$ cat src/design/mips_subset_instruction_execute_assert.svh
// Assertion macros shared by the execute block.
`ifndef MIPS_SUBSET_INSTRUCTION_EXECUTE_ASSERT_SVH
`define MIPS_SUBSET_INSTRUCTION_EXECUTE_ASSERT_SVH

// Same-cycle implication, checked on every rising edge outside reset.
`define MIPS_EX_ASSERT_NOW(label, clk, rst, ante, cons) \
   label: assert property (@(posedge clk) disable iff (rst) (ante) |-> (cons)) \
      else $error("execute block assertion failed");

// Next-cycle implication, checked on every rising edge outside reset.
`define MIPS_EX_ASSERT_NEXT(label, clk, rst, ante, cons) \
   label: assert property (@(posedge clk) disable iff (rst) (ante) |=> (cons)) \
      else $error("execute block assertion failed");

`endif

$ cat src/design/mips_ex_ram.sv
`timescale 1ns / 1ps
`default_nettype none

module mips_ex_ram #(
   parameter int WIDTH = 32,
   parameter int DEPTH = 32
) (
   input  wire logic                     clock,
   input  wire logic                     we,
   input  wire logic [$clog2(DEPTH)-1:0] waddr,
   input  wire logic [WIDTH-1:0]         wdata,
   input  wire logic                     re,
   input  wire logic [$clog2(DEPTH)-1:0] raddr,
   output logic      [WIDTH-1:0]         rdata
);

   logic [WIDTH-1:0] mem_ff [DEPTH];
   logic [WIDTH-1:0] rdata_ff;

   always_ff @(posedge clock) begin
      if (we) begin
         mem_ff[waddr] <= wdata;
      end
      if (re) begin
         rdata_ff <= mem_ff[raddr];
      end
   end

   assign rdata = rdata_ff;

endmodule

`default_nettype wire

$ cat config.mk
export PLATFORM = sky130hd
export DESIGN_NAME = mips_ex_ram
export DESIGN_NICKNAME = d
export VERILOG_FILES = /design/src/design/mips_subset_instruction_execute_assert.svh /design/src/design/mips_ex_ram.sv
export SDC_FILE = /design/constraint.sdc
export NUM_CORES = 1
export LEC_CHECK = 0
export BUFFER_PORTS_ARGS = -buffer_cell sky130_fd_sc_hd__buf_2
export CAP_MARGIN = 20
export CORE_MARGIN = 4
export CORE_UTILIZATION = 40
export DETAILED_ROUTE_END_ITERATION = 8
export RECOVER_POWER = 100
export SLEW_MARGIN = 20
export SYNTH_ARGS = -nofsm -noshare
export SYNTH_HDL_FRONTEND = slang
export SYNTH_SLANG_ARGS = --single-unit
export TNS_END_PERCENT = 10
$ cat constraint.sdc
create_clock -name clock -period 3 [get_ports clock]
set_input_delay 0.6 -clock clock [delete_from_list [all_inputs] [get_ports clock]]
set_output_delay 0.6 -clock clock [all_outputs]
set_load 0.02 [all_outputs]
# Word level (Yosys, flattened, before mapping)
# Memory sizes are Yosys's and may differ from the RTL's. A register that Yosys moved wholly into a read port is not among the register bits.
# Index checks and enable logic that the tools add are counted.
[word_totals]
regBits = 0
ram_bits = 1024
in_bits = 45
output_inout_bits = 32
word_cells = 3
memories = 1
[classes]
muxes = 2
[mem_list]
columns = ["name", "words", "width", "rd", "rd_clocked_by_memory_dff", "wr", "line", "rtl"]
rows = [
  ["mem_ff", 32, 32, 1, 1, 1, "mips_ex_ram.sv:17", "logic [WIDTH-1:0] mem_ff [DEPTH];"],
]
[op_table]
columns = ["cell", "count"]
rows = [
  ["1-bit 2-to-1 mux", 2],
]

# Depth between registers and ports, before layout
[logic_depth]
depth_word = 2
depth_mapped = 8
mapped_depth_nobuf = 5

# Least setup slack after synthesis
# Ideal clock, no wire load.
[synth_timing]
kind = "input-to-reg"
startpoint = "input waddr[1]"
endpoint = "memory mem_ff[12][0] (enable)"
setup_time_ns = 0.421
arrival_time_ns = 2.613
t_required_ns = 2.579
path_slack_ns = -0.034
stages = 3
n_path_buf = 1
cell_sequence = "or3b_2 clkbuf_1 nor2_1"
[synth_rtl]
columns = ["element", "line", "rtl"]
rows = [
  ["start, declared", "mips_ex_ram.sv:10", "input wire logic [$clog2(DEPTH)-1:0] waddr,"],
  ["end, declared", "mips_ex_ram.sv:17", ""],
]
# Straight into the memory's write port.

# Worst setup path after layout
[layout_timing]
startpoint = "input waddr[4]"
endpoint = "memory mem_ff[17][23] (enable)"
# Straight into the memory's write port.

==> impl_metrics.py <==
metrics = {
    "status": {
        "run_status": "complete, but fails checks",
        "failed_checks": "capacitance limit, slew limit",
    },
    "synthesis": {
        "yosysWarnings": 0,
        "asyncSetResetFlopFracSynth": 0,
        "synthSimpleGateAreaFrac": 0.03075,
        "synthesis.instances": 2260,
        "synth_top_area_cells": "sky130_fd_sc_hd__edfxtp_1 (78%), sky130_fd_sc_hd__mux2i_1 (13%), sky130_fd_sc_hd__a22oi_1 (1.8%)",
        "synth.largest_area_cell": "sky130_fd_sc_hd__edfxtp_1",
        "synth-main-ff-cell": "sky130_fd_sc_hd__edfxtp_1",
        "synth.mux.area_fraction": 0.1256,
        "synth-adder-area-share": 0,
        "yosysUniqueCellTypes": 24,
        "synth-xor-area-share": 0,
        "synth_fp_nets": 2305,
        "synth_top_family_by_area": "multiplexers",
        "yosys.area.top_type_share": 0.7771,
        "post_synth_instance_area_sq_um": 40810,
        "synth-edff-count": 1056,
        "seq_total_area_yosys": 0.7771,
        "postSynthAreaPerCell_sq_um": 18.06,
        "synth_commonest_cells": "sky130_fd_sc_hd__edfxtp_1 (1,056), sky130_fd_sc_hd__mux2i_1 (512), sky130_fd_sc_hd__nand2_1 (98), sky130_fd_sc_hd__nand3_1 (98)",
        "synth_compound_gate_area_share": 0.04808,
        "synth.ff_latch_count": 1056,
        "yosysMostFrequentCell": "sky130_fd_sc_hd__edfxtp_1",
    },
    "cts": {
        "cts_htree_levels": 3,
        "clock_tree_from_tritoncts": "done",
        "clockRootBuffer": "sky130_fd_sc_hd__clkbuf_16",
        "cts-root-to-sink-buffers": 3,
        "cts_setup_buffers": 0,
        "post_cts_resized": 0,
        "worstSkewPairLatency_ns": 0.68,
        "clkSinkCount": 1056,
        "cts.reportedPaths.clkPinSlew_ns": 0.06,
        "cts-buffers-inserted": 104,
        "cts_hold_buffers": 0,
    },
    "cells_and_area": {
        "layout.nets": 2475,
        "layout.area.seq_sq_um": 31710,
        "finalCoreUtilization": 0.4613,
        "multi_input_comb_area_sq_um": 8497,
        "final_layout_size_suffix_gt1_frac": 0.1051,
        "fillers": 8632,
        "areaGrowthSynthToFinish_pct": 13.87,
    },
    "worst_setup_path": {
        "start_kind": "input pin",
        "path_max_fanout": 14,
        "r2r_cells": 5,
        "timing.critical_path.arrival_ns": 2.78,
        "crit_path_top_delay_cell": "sky130_fd_sc_hd__clkbuf_1",
        "critPathMostFrequentCell": "sky130_fd_sc_hd__clkbuf_1",
        "cp_slowest_stage_delay_ns": 1.15,
        "worst-endpoint-required_ns": 3.26,
        "rrSetupSlack_ns": 1.39,
        "worstSetupEndpointType": "register",
        "critPathKind": "input pin to register",
        "rr_endpoint": "rdata[12]",
        "path_cells": "clkbuf_1, or3b_2, nor2_4, clkbuf_1",
        "reg2reg_launch_point": "mem_ff[3][12]",
    },
    "floorplan": {
        "initial_core_util": 0.4051,
        "placement_rows": 116,
        "area_enclosed_by_the_die_boundary_sq_um": 107200,
        "io_pins": 77,
        "dieWidth_um": 327.4,
        "chipHeight_um": 327.4,
        "core_area_sq_um": 100700,
    },
    "route": {
        "routed_wirelength_um": 99990,
        "starting_drc_count_in_detailed_routing": 1958,
        "dr_total_vias": 21140,
        "drcViolationCount": 0,
        "drt.antenna.violating_nets": 0,
        "firstDrtPassIters": 5,
        "drt-vias-per-instance": 5.455,
        "routed_wl_per_cell_um": 25.80,
    },
    "timing": {
        "post-route-period-util": 0.8417,
        "finalWorstPathRequiredPeriod_ns": 2.525,
        "clock.fmax_ghz": 0.3960,
        "max_slew.worst_pin.slew_ns": 1.956,
        "finalMaxSlewViolations": 168,
        "setup_repair_after_global_routing_missed_its_margin": "no",
        "whs_ns": 0.6674,
        "timing.clock.skew_ns": 0.02104,
        "setup_violations": 0,
        "timing.max_slew.rel_slack": -0.3037,
        "hold_viol_final": 0,
        "final_critical_path_setup_slack_ns": 0.4750,
    },
    "hold_path": {
        "holdPathEnd": "mem_ff[30][9]",
        "hold_path_class": "input pin to register",
        "worstHoldPathCells": 3,
        "worstHoldStart": "waddr[3]",
    },
    "place": {
        "detailed_place_hpwl_um": 56700,
        "io_buffer_count": 76,
        "dpl_worst_slack_ns": 0.2820,
        "final_gp_congestion": 0.7764,
    },
    "flow_run": {
        "max_cap_violations": 9,
    },
    "power_and_ir_drop": {
        "p_per_area_nw_per_um2": 651.3,
        "irDropWorstVdd_uv": 414.3,
        "leakage_power_total_uw": 0.01585,
    },
    "global_route": {
        "grt_start_max_net_pins": 66,
        "global_route_wire_length_before_repair_um": 144300,
        "grt-ovfl-total": 0,
        "initial_antenna_violation_count": 5,
        "first_global_vias": 21190,
        "grt_use_total": 0.1832,
    },
}
[layout make-up]
class	count	area share
Clock buffer	130	0.05857
Clock inverter	59	0.009560
Antenna cell	5	0.0002693
Multi-Input combinational cell	1077	0.1829
Sequential cell	1056	0.6825
Timing Repair Buffer	191	0.02970
Tap cell	1357	0.03654
[metrics by stage]
stage	instance area [sq um]	std cells	power (uW)	setup TNS [ns]
2_1_floorplan	40810	2260	17730	-7.785
3_3_place_gp	43810	3681	18420	0
3_5_place_dp	43810	3681	18460	0
4_1_cts	46980	3870	30550	0
5_1_grt	46450	3870	31240	0
6_report	46460	3875	30260	0
[report_power, final]
| group | switching [uW] | internal (uW) | leakage [uW] |
|---|---|---|---|
| Sequential | 78.6 | 16500 | 0.00954 |
| Combinational | 1040 | 503 | 0.00477 |
| Clock | 5310 | 6840 | 0.00154 |
[cells in the final DEF, fill, tap and decap left out, types with 2 or more instances in the layout]
cell type,count
sky130_fd_sc_hd__clkinv_1,29
sky130_fd_sc_hd__nand2_1,97
sky130_fd_sc_hd__clkinv_2,15
sky130_fd_sc_hd__nor2_1,15
sky130_fd_sc_hd__or3b_2,2
sky130_fd_sc_hd__mux2i_1,512
sky130_fd_sc_hd__clkbuf_1,114
sky130_fd_sc_hd__a21oi_1,96
sky130_fd_sc_hd__bufinv_16,5
sky130_fd_sc_hd__nand2b_2,2
sky130_fd_sc_hd__a22oi_1,96
sky130_fd_sc_hd__buf_4,47
sky130_fd_sc_hd__clkbuf_16,105
sky130_fd_sc_hd__nor2_4,19
sky130_fd_sc_hd__nand3_1,98
sky130_fd_sc_hd__clkinv_8,2
sky130_fd_sc_hd__nor3_1,32
sky130_fd_sc_hd__edfxtp_1,1056
sky130_fd_sc_hd__a22o_1,64
sky130_fd_sc_hd__nand3b_1,5
sky130_fd_sc_hd__diode_2,5
sky130_fd_sc_hd__buf_12,27
sky130_fd_sc_hd__inv_6,4
sky130_fd_sc_hd__buf_2,8
sky130_fd_sc_hd__clkbuf_2,18
sky130_fd_sc_hd__a31oi_1,32
sky130_fd_sc_hd__clkinvlp_4,3
[sequential cells by signal, indices dropped and copies added (netlist names)]
name / cells
mem_ff: 1024
rdata: 32
[cells by family (layout without fill, tap and decap cells)]
logic type / count (synthesis) / after routing
buffers and inverters: 127 / 380
flip-flops: 1056 / 1056
multiplexers: 512 / 512
AND/OR/NAND/NOR: 277 / 277
other: 0 / 5
AO/OA/AOI/OAI: 288 / 288
[worst max-delay path: cells and delay by family]
family	cells	cell delay [ns]
simple gates	2	0.72
buf+inv	2	1.44
[worst max path at each step]
stage                     end       from
6_report       mem_ff[17][23]   waddr[4]
5_1_grt        mem_ff[19][10]   waddr[4]
4_1_cts             rdata[15]  rdata[15]
3_5_place_dp        rdata[12]   raddr[0]
3_3_place_gp        rdata[12]   raddr[0]
2_1_floorplan   mem_ff[12][0]   waddr[1]
[per-layer routing]
layer | GRT usage | up-vias | routed length [um]
met1 | 0.2485 | 11010 | 43150
li1 | - | 9376 | -
met4 | 0.05484 | 4 | 2305
met3 | 0.03238 | 140 | 5606
met2 | 0.3037 | 610 | 48890
met5 | 0 | - | 34
No activity file was read; power rests on OpenSTA's default activity.
